==> src/rtl/qdd_pkg.sv <==
`timescale 1ns / 1ps

package qdd_pkg;

    // widths fixed by the item and register fields
    localparam int PENDING_W = 8;
    localparam int STEPS_W   = 3;
    localparam int MASK_W    = 4;
    localparam int ACCUM_W   = 4;
    localparam int CFG_W     = 4;

    // default saturation bound of the pending detent count
    localparam int PENDING_LIMIT_DEF = 64;

    // register reset values
    localparam logic [STEPS_W-1:0] DETENT_STEPS_RST = 3'd4;
    localparam logic [MASK_W-1:0]  DETENT_MASK_RST  = 4'b0001;

    // accumulator saturation bounds
    localparam logic signed [ACCUM_W:0] ACCUM_MAX = 5'sd7;
    localparam logic signed [ACCUM_W:0] ACCUM_MIN = -5'sd8;

    typedef enum logic [0:0] {
        CFG_DETENT_STEPS = 1'b0,
        CFG_DETENT_MASK  = 1'b1
    } cfg_index_t;

    typedef enum logic [0:0] {
        KIND_SAMPLE  = 1'b0,
        KIND_CONSUME = 1'b1
    } kind_t;

    typedef enum logic [1:0] {
        DIR_NONE = 2'd0,
        DIR_UP   = 2'd1,
        DIR_DOWN = 2'd2
    } dir_t;

    typedef struct packed {
        logic [STEPS_W-1:0] detent_steps;
        logic [MASK_W-1:0]  detent_state_mask;
    } qdd_cfg_t;

    typedef struct packed {
        dir_t                        direction;
        logic signed [PENDING_W-1:0] pending_count;
    } qdd_result_t;

    // quadrature transition table: previous state, current state -> -1, 0, +1
    function automatic logic signed [1:0] quad_step(input logic [1:0] prev,
                                                    input logic [1:0] cur);
        logic signed [1:0] d;
        unique case ({prev, cur})
            4'b00_01: d = -2'sd1;
            4'b00_10: d =  2'sd1;
            4'b01_00: d =  2'sd1;
            4'b01_11: d = -2'sd1;
            4'b10_00: d = -2'sd1;
            4'b10_11: d =  2'sd1;
            4'b11_01: d =  2'sd1;
            4'b11_10: d = -2'sd1;
            default:  d =  2'sd0;
        endcase
        return d;
    endfunction

endpackage

==> src/rtl/qdd_cfg_regs.sv <==
`timescale 1ns / 1ps

module qdd_cfg_regs (
    input  logic                        clk,
    input  logic                        rst_n,
    input  logic                        cfg_valid,
    output logic                        cfg_ready,
    input  logic [0:0]                  cfg_index,
    input  logic [qdd_pkg::CFG_W-1:0]   cfg_data,
    output qdd_pkg::qdd_cfg_t           cfg
);
    import qdd_pkg::*;

    logic [STEPS_W-1:0] steps_reg;
    logic [MASK_W-1:0]  mask_reg;

    // writes are always taken
    assign cfg_ready = 1'b1;

    // register file
    always_ff @(posedge clk or negedge rst_n)
    begin
        if (!rst_n)
        begin
            steps_reg <= DETENT_STEPS_RST;
            mask_reg  <= DETENT_MASK_RST;
        end
        else if (cfg_valid)
        begin
            unique case (cfg_index_t'(cfg_index))
                CFG_DETENT_STEPS: steps_reg <= cfg_data[STEPS_W-1:0];
                CFG_DETENT_MASK:  mask_reg  <= cfg_data[MASK_W-1:0];
            endcase
        end
    end

    assign cfg.detent_steps      = steps_reg;
    assign cfg.detent_state_mask = mask_reg;

endmodule

==> src/rtl/qdd_core.sv <==
`timescale 1ns / 1ps

module qdd_core #(
    parameter int PENDING_LIMIT = qdd_pkg::PENDING_LIMIT_DEF
) (
    input  logic                  clk,
    input  logic                  rst_n,
    input  qdd_pkg::qdd_cfg_t     cfg,
    input  logic                  in_valid,
    output logic                  in_ready,
    input  logic                  in_kind,
    input  logic [1:0]            in_pins,
    output logic                  out_valid,
    input  logic                  out_ready,
    output qdd_pkg::qdd_result_t  out_result
);
    import qdd_pkg::*;

    localparam logic signed [PENDING_W-1:0] LIMIT_POS = PENDING_W'(PENDING_LIMIT);
    localparam logic signed [PENDING_W-1:0] LIMIT_NEG = -LIMIT_POS;

    // input stage
    logic       in_valid_reg, in_valid_next;
    kind_t      in_kind_reg;
    logic [1:0] in_pins_reg;

    // decoder state
    logic [1:0]                  last_pins_reg, last_pins_next;
    logic signed [ACCUM_W-1:0]   accum_reg, accum_next;
    logic signed [PENDING_W-1:0] pending_reg, pending_next;

    // result stage
    logic        out_valid_reg, out_valid_next;
    qdd_result_t result_reg, result_next;

    logic                      advance;
    logic signed [1:0]         d;
    logic signed [ACCUM_W:0]   acc_sum;
    logic signed [ACCUM_W:0]   acc_sat;
    logic signed [ACCUM_W:0]   steps_s;
    logic                      hit_up;
    logic                      hit_down;
    dir_t                      dir;

    assign advance  = in_valid_reg && (!out_valid_reg || out_ready);
    assign in_ready = !in_valid_reg || advance;

    // step lookup and saturating accumulate
    assign d       = quad_step(last_pins_reg, in_pins_reg);
    assign acc_sum = {accum_reg[ACCUM_W-1], accum_reg} + {{(ACCUM_W-1){d[1]}}, d};
    assign acc_sat = (acc_sum > ACCUM_MAX) ? ACCUM_MAX :
                     (acc_sum < ACCUM_MIN) ? ACCUM_MIN : acc_sum;
    assign steps_s  = signed'({2'b00, cfg.detent_steps});
    assign hit_up   = acc_sat >= steps_s;
    assign hit_down = acc_sat <= -steps_s;

    // next state and result for the item in the input stage
    always_comb
    begin
        last_pins_next = last_pins_reg;
        accum_next     = accum_reg;
        pending_next   = pending_reg;
        dir            = DIR_NONE;
        if (advance)
        begin
            if (in_kind_reg == KIND_SAMPLE)
            begin
                last_pins_next = in_pins_reg;
                if (d != 2'sd0)
                begin
                    accum_next = acc_sat[ACCUM_W-1:0];
                    if (cfg.detent_state_mask[in_pins_reg])
                    begin
                        accum_next = '0;
                        if (hit_up)
                        begin
                            if (pending_reg < LIMIT_POS)
                                pending_next = pending_reg + 8'sd1;
                        end
                        else if (hit_down)
                        begin
                            if (pending_reg > LIMIT_NEG)
                                pending_next = pending_reg - 8'sd1;
                        end
                    end
                end
            end
            else
            begin
                // consume moves the count one step toward zero
                if (pending_reg > 8'sd0)
                begin
                    pending_next = pending_reg - 8'sd1;
                    dir          = DIR_UP;
                end
                else if (pending_reg < 8'sd0)
                begin
                    pending_next = pending_reg + 8'sd1;
                    dir          = DIR_DOWN;
                end
            end
        end
    end

    // handshake bookkeeping for both stages
    always_comb
    begin
        if (in_valid && in_ready)
            in_valid_next = 1'b1;
        else if (advance)
            in_valid_next = 1'b0;
        else
            in_valid_next = in_valid_reg;

        if (advance)
            out_valid_next = 1'b1;
        else if (out_ready)
            out_valid_next = 1'b0;
        else
            out_valid_next = out_valid_reg;

        result_next               = result_reg;
        if (advance)
        begin
            result_next.direction     = dir;
            result_next.pending_count = pending_next;
        end
    end

    // control and state registers
    always_ff @(posedge clk or negedge rst_n)
    begin
        if (!rst_n)
        begin
            in_valid_reg  <= 1'b0;
            out_valid_reg <= 1'b0;
            last_pins_reg <= '0;
            accum_reg     <= '0;
            pending_reg   <= '0;
        end
        else
        begin
            in_valid_reg  <= in_valid_next;
            out_valid_reg <= out_valid_next;
            last_pins_reg <= last_pins_next;
            accum_reg     <= accum_next;
            pending_reg   <= pending_next;
        end
    end

    // payload registers
    always_ff @(posedge clk)
    begin
        if (in_valid && in_ready)
        begin
            in_kind_reg <= kind_t'(in_kind);
            in_pins_reg <= in_pins;
        end
        result_reg <= result_next;
    end

    assign out_valid  = out_valid_reg;
    assign out_result = result_reg;

endmodule

==> src/rtl/quadrature_detent_decoder_unit.sv <==
`timescale 1ns / 1ps

// Rotary quadrature decoder with detent counting. Each input beat is either a
// pin sample (tuser 0) or a request to consume one pending detent (tuser 1),
// and each gives exactly one output beat with the consumed direction (0 none,
// 1 up, 2 down) and the signed pending detent count after the item. The block
// takes one beat per clock unless the output stalls; an item is held in the
// input register and its result in the result register, with a combinational
// state update between them, so back-pressure on the output only stalls the
// input once both registers are full. The last pin state starts at 00 after
// reset. Write detent_steps (index 0) and detent_state_mask (index 1) only
// while no items are in flight.
module quadrature_detent_decoder_unit #(
    parameter int PENDING_LIMIT = qdd_pkg::PENDING_LIMIT_DEF
) (
    input  logic                       clk,
    input  logic                       rst_n,
    // input stream
    input  logic                       s_axis_tvalid,
    output logic                       s_axis_tready,
    input  logic [7:0]                 s_axis_tdata,  // [0] pin_a, [1] pin_b
    input  logic                       s_axis_tuser,  // [0] kind
    // output stream
    output logic                       m_axis_tvalid,
    input  logic                       m_axis_tready,
    output logic [15:0]                m_axis_tdata,  // [1:0] direction, [9:2] pending_count
    // configuration writes
    input  logic                       cfg_valid,
    output logic                       cfg_ready,
    input  logic [0:0]                 cfg_index,
    input  logic [qdd_pkg::CFG_W-1:0]  cfg_data
);
    import qdd_pkg::*;

    qdd_cfg_t    cfg;
    qdd_result_t result;

    // configuration registers
    qdd_cfg_regs u_cfg (
        .clk       (clk),
        .rst_n     (rst_n),
        .cfg_valid (cfg_valid),
        .cfg_ready (cfg_ready),
        .cfg_index (cfg_index),
        .cfg_data  (cfg_data),
        .cfg       (cfg)
    );

    // decoder datapath
    qdd_core #(
        .PENDING_LIMIT (PENDING_LIMIT)
    ) u_core (
        .clk        (clk),
        .rst_n      (rst_n),
        .cfg        (cfg),
        .in_valid   (s_axis_tvalid),
        .in_ready   (s_axis_tready),
        .in_kind    (s_axis_tuser),
        .in_pins    ({s_axis_tdata[0], s_axis_tdata[1]}),
        .out_valid  (m_axis_tvalid),
        .out_ready  (m_axis_tready),
        .out_result (result)
    );

    // pack the result beat
    assign m_axis_tdata = {6'b0, result.pending_count, result.direction};

endmodule

==> config.mk <==
export PLATFORM = sky130hd
export DESIGN_NAME = quadrature_detent_decoder_unit
export DESIGN_NICKNAME = d
export VERILOG_FILES = /design/src/rtl/qdd_pkg.sv /design/src/rtl/qdd_cfg_regs.sv /design/src/rtl/qdd_core.sv /design/src/rtl/quadrature_detent_decoder_unit.sv
export SDC_FILE = /design/constraint.sdc
export NUM_CORES = 1
export LEC_CHECK = 0
export BUFFER_PORTS_ARGS = -buffer_cell sky130_fd_sc_hd__buf_2
export CAP_MARGIN = 20
export CORE_MARGIN = 4
export CORE_UTILIZATION = 50
export DETAILED_ROUTE_END_ITERATION = 10
export GPL_TIMING_DRIVEN = 0
export PLACE_DENSITY = 0.71
export SYNTH_ARGS = -nofsm -noshare
export SYNTH_HDL_FRONTEND = slang
export SYNTH_SLANG_ARGS = --single-unit
==> constraint.sdc <==
create_clock -name clk -period 5 [get_ports clk]
set_input_delay 1.25 -clock clk [delete_from_list [all_inputs] [get_ports clk]]
set_output_delay 1.25 -clock clk [all_outputs]
set_load 0.005 [all_outputs]
# Yosys cells after proc, flatten, opt, wreduce, memory -nomap -nowiden
# Memory sizes are Yosys's and may differ from the RTL's.
# Cells that the tools add are included.
dict set report op_classes {
  addsub 4
  order_cmp 9
  muxes 21
  bitwise_logic 2
  reduce_logical 14
}
# op n
set op_table {}
lappend op_table {{two-way mux 8 bit} 10}
lappend op_table {{two-way mux 5 bit} 2}
lappend op_table {{adder 8 x 2 -> 8 bit (second input constant)} 1}
lappend op_table {{greater-than comparator 8 x 1 -> 1 bit (second input constant)} 1}
lappend op_table {{greater-than comparator 8 x 7 -> 1 bit (second input constant)} 1}
lappend op_table {{< comparator 8 x 1 -> 1 bit (second input constant)} 1}
lappend op_table {{< comparator 8 bit (second input constant)} 1}
lappend op_table {{subtractor 8 x 2 -> 8 bit (second input constant)} 1}
lappend op_table {{two-way mux 1 bit} 6}
lappend op_table {{AND reduction 2 bit} 3}
lappend op_table {{nonzero test 2 bit} 3}
lappend op_table {{adder 4 x 2 -> 5 bit} 1}
lappend op_table {{greater-or-equal comparator 5 x 4 -> 1 bit} 1}
lappend op_table {{greater-than comparator 5 x 4 -> 1 bit (second input constant)} 1}
lappend op_table {{<= comparator 5 bit} 1}
lappend op_table {{< comparator 5 x 4 -> 1 bit (second input constant)} 1}
lappend op_table {{negation 3 -> 5 bit} 1}
lappend op_table {{two-way mux 4 bit} 1}
lappend op_table {{< comparator 2 x 3 -> 1 bit (second input constant)} 1}
lappend op_table {{AND reduction 3 bit} 1}
lappend op_table {{binary-select mux 1 bit (select 2 bit)} 1}
lappend op_table {{logical AND 1 bit} 2}
lappend op_table {{logical NOT 1 bit} 2}
lappend op_table {{logical OR 1 bit} 2}
lappend op_table {{other kinds (3)} 4}
dict set report totals {
  reg_bits 36
  mem_bits_ro 32
  inputBits 19
  out_inout_bits 19
  wordCells 63
  mem_count 1
}
# name words word_bits rd rd_ports_with_merged_regs wr line_no
set memory_table {}
lappend memory_table {{(name not given)} 16 2 1 0 0 qdd_pkg.sv:53} ;# unique case ({prev, cur})

# Depth between registers and ports, before layout
# An unclocked memory read counts as a cell.
dict set report depth {
  ltp_word 12
  depth_mapped 20
  depth_no_buf 18
}

# Modules after synthesis
# From an unflattened synthesis, not the netlist that was laid out.
dict set report unflattened {
  cells_unflattened 269
  hier_area_um2 2713.9
}
# module n_inst cells_per_inst area_each_um2 seq_area_each_um2
set modules_own_cells {}
lappend modules_own_cells {qdd_core 1 244 2362.3 790.8}
lappend modules_own_cells {qdd_cfg_regs 1 18 302.8 177.7}
lappend modules_own_cells {quadrature_detent_decoder_unit 1 7 48.8 0.0}

# Worst setup path after synthesis
# No wires, ideal clock.
dict set report synth_path {
  path_type {flip-flop to flip-flop}
  startpoint {register u_core.in_pins_reg[0]}
  endpoint {register u_core.result_reg, in the netlist u_core.out_result[1], data pin}
  setup_ps 275
  arrival_time_ps 3956
  required_time_ps 4725
  setup_slack_ps 770
  path_stages_with_launch 20
  path_buffers 2
  synth_period_minus_slack_ps 4230
  cell_sequence {edfxtp_1 -> inv_1 -> ha_1 -> nor2b_1 -> o31ai_1 -> inv_1 -> fa_1 -> nor2b_1 -> o31a_1 -> buf_6 -> nor2_1 -> or2_2 -> ha_1 -> nor2b_1 -> o21ai_0 -> and2_4 -> buf_6 -> or4_1 -> a32oi_1 -> nand4_1}
}
dict set report synth_between {
  elab_chain_len 12
  word_cells_on_any_way 17
  cone_classes {1 x add/sub; 4 x order compare; 10 x mux; 1 x reduce/logical; 1 x memory}
}
# item line_no
set synth_rtl {}
lappend synth_rtl {{start, declared} qdd_core.sv:25} ;# logic [1:0] in_pins_reg;
lappend synth_rtl {{start signal, assigned} qdd_core.sv:157} ;# in_pins_reg <= in_pins;
lappend synth_rtl {{memory read (16 x 2 bit)} n/a}
lappend synth_rtl {{adder 4 x 2 -> 5 bit} qdd_core.sv:50} ;# assign acc_sum = {accum_reg[ACCUM_W-1], accum_reg} + {{(ACCUM_W-1){d[1]}}, d};
lappend synth_rtl {{< comparator 5 x 4 -> 1 bit} qdd_core.sv:52} ;# (acc_sum < ACCUM_MIN) ? ACCUM_MIN : acc_sum;
lappend synth_rtl {{two-way mux 5 bit} qdd_core.sv:52}
lappend synth_rtl {{two-way mux 5 bit} qdd_core.sv:51} ;# assign acc_sat = (acc_sum > ACCUM_MAX) ? ACCUM_MAX :
lappend synth_rtl {{<= comparator 5 bit} qdd_core.sv:55} ;# assign hit_down = acc_sat <= -steps_s;
lappend synth_rtl {{two-way mux 8 bit} qdd_core.sv:80} ;# else if (hit_down)
lappend synth_rtl {{two-way mux 8 bit} qdd_core.sv:75} ;# if (hit_up)
lappend synth_rtl {{two-way mux 8 bit} qdd_core.sv:72} ;# if (cfg.detent_state_mask[in_pins_reg])
lappend synth_rtl {{two-way mux 8 bit *} qdd_core.sv:69} ;# if (d != 2'sd0)
lappend synth_rtl {{two-way mux 8 bit *} qdd_core.sv:66} ;# if (in_kind_reg == KIND_SAMPLE)
lappend synth_rtl {{two-way mux 8 bit *} qdd_core.sv:64} ;# if (advance)
lappend synth_rtl {{net u_core.pending_next[1]} qdd_core.sv:30} ;# logic signed [PENDING_W-1:0] pending_reg, pending_next;
lappend synth_rtl {{end signal, assigned} qdd_core.sv:159} ;# result_reg <= result_next;
lappend synth_rtl {{end, declared} qdd_core.sv:34} ;# qdd_result_t result_reg, result_next;
# Mark *: on every way through the listed nets, which the timed path passes. The rest lies on a longest branch. The select of a mux whose other input is x is not followed.
# A chain may end at the register's enable or synchronous reset.

# Worst setup path after layout
# Same ends and word-level chain as after synthesis.

==> run_results.csv <==
group,metric,value,unit
run_status,outcome,"completed",
setup_path,rr_endpoint,"u_core.out_result[1]$_DFFE_PP_",
synthesis,synth_cells,285,
layout,final_core_util,58.7,%
floorplanning,io_pins,38,
power,leakagePower,1.31,nW
power,power_frac_seq,22.5,%
run,maxCapViolCount,0,
setup_path,start_kind,"flip-flop",
power,ir_worst_vdd,0.290,mV
cts,htree_levels,2,
setup_path,reg2reg_from,"u_core.in_pins_reg[0]$_DFFE_PP_",
layout,n_antenna_cell,0,
synthesis,syn_area,2680,um^2
floorplanning,num_rows,26,
timing,rsz0062_at_grt,"no",
timing,period_minus_slack,4.62,ns
power,power,2.00,mW
drt,drtAntennaViolNets,0,
floorplanning,initial_core_util,52.1,%
timing,fmax,216,MHz
setup_path,cp-endpoint,"u_core.out_result[1]$_DFFE_PP_",
timing,fin_skew,0.00689,ns
setup_path,crit_required,5.02,ns
power,combPwrFrac,66.5,%
drt,drt-vias-per-instance,5.51,
synthesis,yosysWarnings,0,
setup_path,cp-startpoint,"u_core.in_pins_reg[0]$_DFFE_PP_",
drt,wl_per_cell,14.7,um
cts,postCtsSetupBuffers,0,
global_routing,grt_pass1_vias,2055,
floorplanning,die_h,81.2,um
floorplanning,coreArea,5140,um^2
layout,drive_gt1_share,21.4,%
drt,drtIter0Drc,206,
global_routing,overflow,0,
global_routing,antenna_found_initial,0,
setup_path,rrSetupSlack,0.38,ns
drt,firstDrtPassIters,5,
cts,cts_sinks,36,
layout,final_nets,363,
cts,hold_buffers,0,
power,internal-power,1.06,mW
drt,routed_wl,5800,um
timing,fin_ws,0.378,ns
layout,largest_register_ff_count,10,
setup_path,cpMaxStageDelayCell,"or4_1",
timing,slew-limit-headroom,52.7,%
setup_path,critPathMaxFanout,10,
layout,final_cell_mix,"31 x nand2_1, 27 x buf_2, 22 x inv_1",
setup_path,cpMostUsedCell,"ha_1",
setup_path,cp_data_arrival_time,4.64,ns
synthesis,synth_enable_flop_cells,13,
setup_path,crit_path_end_kind,"flip-flop",
global_routing,track_usage,19.3,%
synthesis,seq_area_frac_synth,36.2,%
drt,vias,2165,
setup_path,crit_chain,"inv_1, ha_1, xnor2_1, ha_1, inv_1, fa_1, nor2b_1, o31a_1, buf_6, nor2_1, or2_2, ha_1, nor2b_1, o21ai_1, and2_4, buf_6, or4_1, a32oi_1, nand4_1",
synthesis,async_reset_ff_share,63.9,%
floorplanning,die_area,6590,um^2
cts,cts_max_path_buffers,2,
power,p_clk_share,11.0,%
power,power.switching,946,uW
place,place.port_buffers,24,
place,gp_congestion,0.970,
global_routing,grt_max_degree,24,
cts,clk_pin_slew,0.08,ns
timing,timing.setup.tns,0,ns
place,place_hpwl,4350,um
timing,hold_viol,0,
place,place_ws,0.0198,ns
synthesis,ys_types,59,
drt,drc,0,
setup_path,cpPeakStageDelay,0.54,ns
layout,syn_to_final_growth,12.8,%
timing,hold_ws,0.491,ns
global_routing,grt_pass1_wl,9810,um
setup_path,crit_type,"reg2reg",
synthesis,ys_seq_elements,36,
setup_path,worstRegToRegCells,19,
cts,cts-buffers-inserted,5,
hold_path,hold_path_class,"reg2reg",
layout,final_common_cell,"nand2_1",
cts,clock-root-buffer,"clkbuf_8",
synthesis,synth-main-ff-cell,"dfrtp_1",
timing,setup_viol,0,
cts,cts_tree,"yes",
timing,worst_pin_slew,0.705,ns
timing,slew_viol_final,0,
floorplanning,die_w,81.2,um
timing,fin_crit_sh,92.4,%
power,swShare,47.2,%
synthesis,syn-mean-instance-area,9.39,um^2
cts,clkLatencyLatePin,0.29,ns
power,power_density,664,nW/um^2
## synthesized netlist by cell type (3+ instances only)
cell	instances	area, um^2
inv_1	22	82.6
buf_6	4	45.0
nor2b_1	7	43.8
o31ai_1	4	30.0
o22ai_1	4	25.0
mux2_2	6	67.6
nand4_1	4	25.0
nor3_1	6	30.0
a21oi_1	20	100
nand2b_1	8	50.1
edfxtp_1	13	390
buf_4	7	52.6
o21ai_0	11	55.1
and3_1	5	31.3
nand3_1	7	35.0
nor3b_1	3	22.5
nand2_1	31	116
nor2_1	9	33.8
a2bb2oi_1	3	26.3
xnor2_1	8	70.1
a31oi_1	6	37.5
dfrtp_1	21	526
ha_1	21	263
clkbuf_1	4	15.0
## critical path, delay by kind of cell, from the launching register on
family                   cells  cell delay (ns)
flip-flops                   1             0.46
XOR/XNOR                     1             0.21
AND/OR/NAND/NOR              7             1.52
AO/OA/AOI/OAI                3             0.49
adder cells (fa/ha/maj)      4             1.23
buffers and inverters        4             0.43
## worst min path at each step
stage | startpoint | end | slack [ns] | cells past startpoint
2_1_floorplan | u_core.accum_reg[0]$_DFFE_PN0P_ | u_core.accum_reg[0]$_DFFE_PN0P_ | 0.46 | 2
3_3_place_gp | u_core.accum_reg[0]$_DFFE_PN0P_ | u_core.accum_reg[0]$_DFFE_PN0P_ | 0.47 | 2
3_5_place_dp | u_core.accum_reg[0]$_DFFE_PN0P_ | u_core.accum_reg[0]$_DFFE_PN0P_ | 0.48 | 2
4_1_cts | u_core.accum_reg[0]$_DFFE_PN0P_ | u_core.accum_reg[0]$_DFFE_PN0P_ | 0.50 | 2
5_1_grt | u_cfg.mask_reg[2]$_DFFE_PN0P_ | u_cfg.mask_reg[2]$_DFFE_PN0P_ | 0.51 | 1
6_report | u_core.accum_reg[0]$_DFFE_PN0P_ | u_core.accum_reg[0]$_DFFE_PN0P_ | 0.49 | 2
## logic make-up (layout without fill, tap and decap cells)
family	count (synthesis)	after routing	synth area share [%]
mux	9	9	4.58
flops	36	36	36.2
xor+xnor	10	10	3.27
fa+ha+maj	22	22	10.6
other cells	2	7	0.281
compound gates	69	69	17.3
simple gates	98	98	20.1
buf+inv	39	72	7.67
## per-layer routing
layer / wire length [um] / global-route usage [%]
met3: 392 / 3.88
met4: 74 / 6.08
met2: 2610 / 29.7
met1: 2710 / 27.1
met5: 0 / 0
## final cells by class
cell class | count | area (um^2)
Multi-Input combinational cell | 215 | 1540
Fill cell | 485 | 2120
Clock inverter | 2 | 15.0
Clock buffer | 6 | 82.6
Buffer | 17 | 123
Sequential cell | 36 | 968
Inverter | 22 | 82.6
Tap cell | 70 | 87.6
Timing Repair Buffer | 25 | 125
## power groups by stage
| stage | clock, mW | sequential [mW] | combinational [mW] |
|---|---|---|---|
| 2_1_floorplan | 0 | 0.449 | 1.02 |
| 3_3_place_gp | 0 | 0.454 | 1.27 |
| 3_5_place_dp | 0 | 0.456 | 1.31 |
| 4_1_cts | 0.227 | 0.451 | 1.32 |
| 5_1_grt | 0.239 | 0.463 | 1.50 |
| 6_report | 0.220 | 0.452 | 1.33 |
## per-stage QoR
stage	instance area (um^2)	instances
after floorplan	2700	290
after global placement	2900	384
after detailed placement	2910	385
after CTS	3010	393
after global routing	3020	393
final	3020	393
## timing repair
item | in CTS | in global routing
endpoints found under the setup margin | 1 | 2
pin swaps | 0 | 0
resized for setup | 1 | 2
No activity file was read; power rests on OpenSTA's default activity.
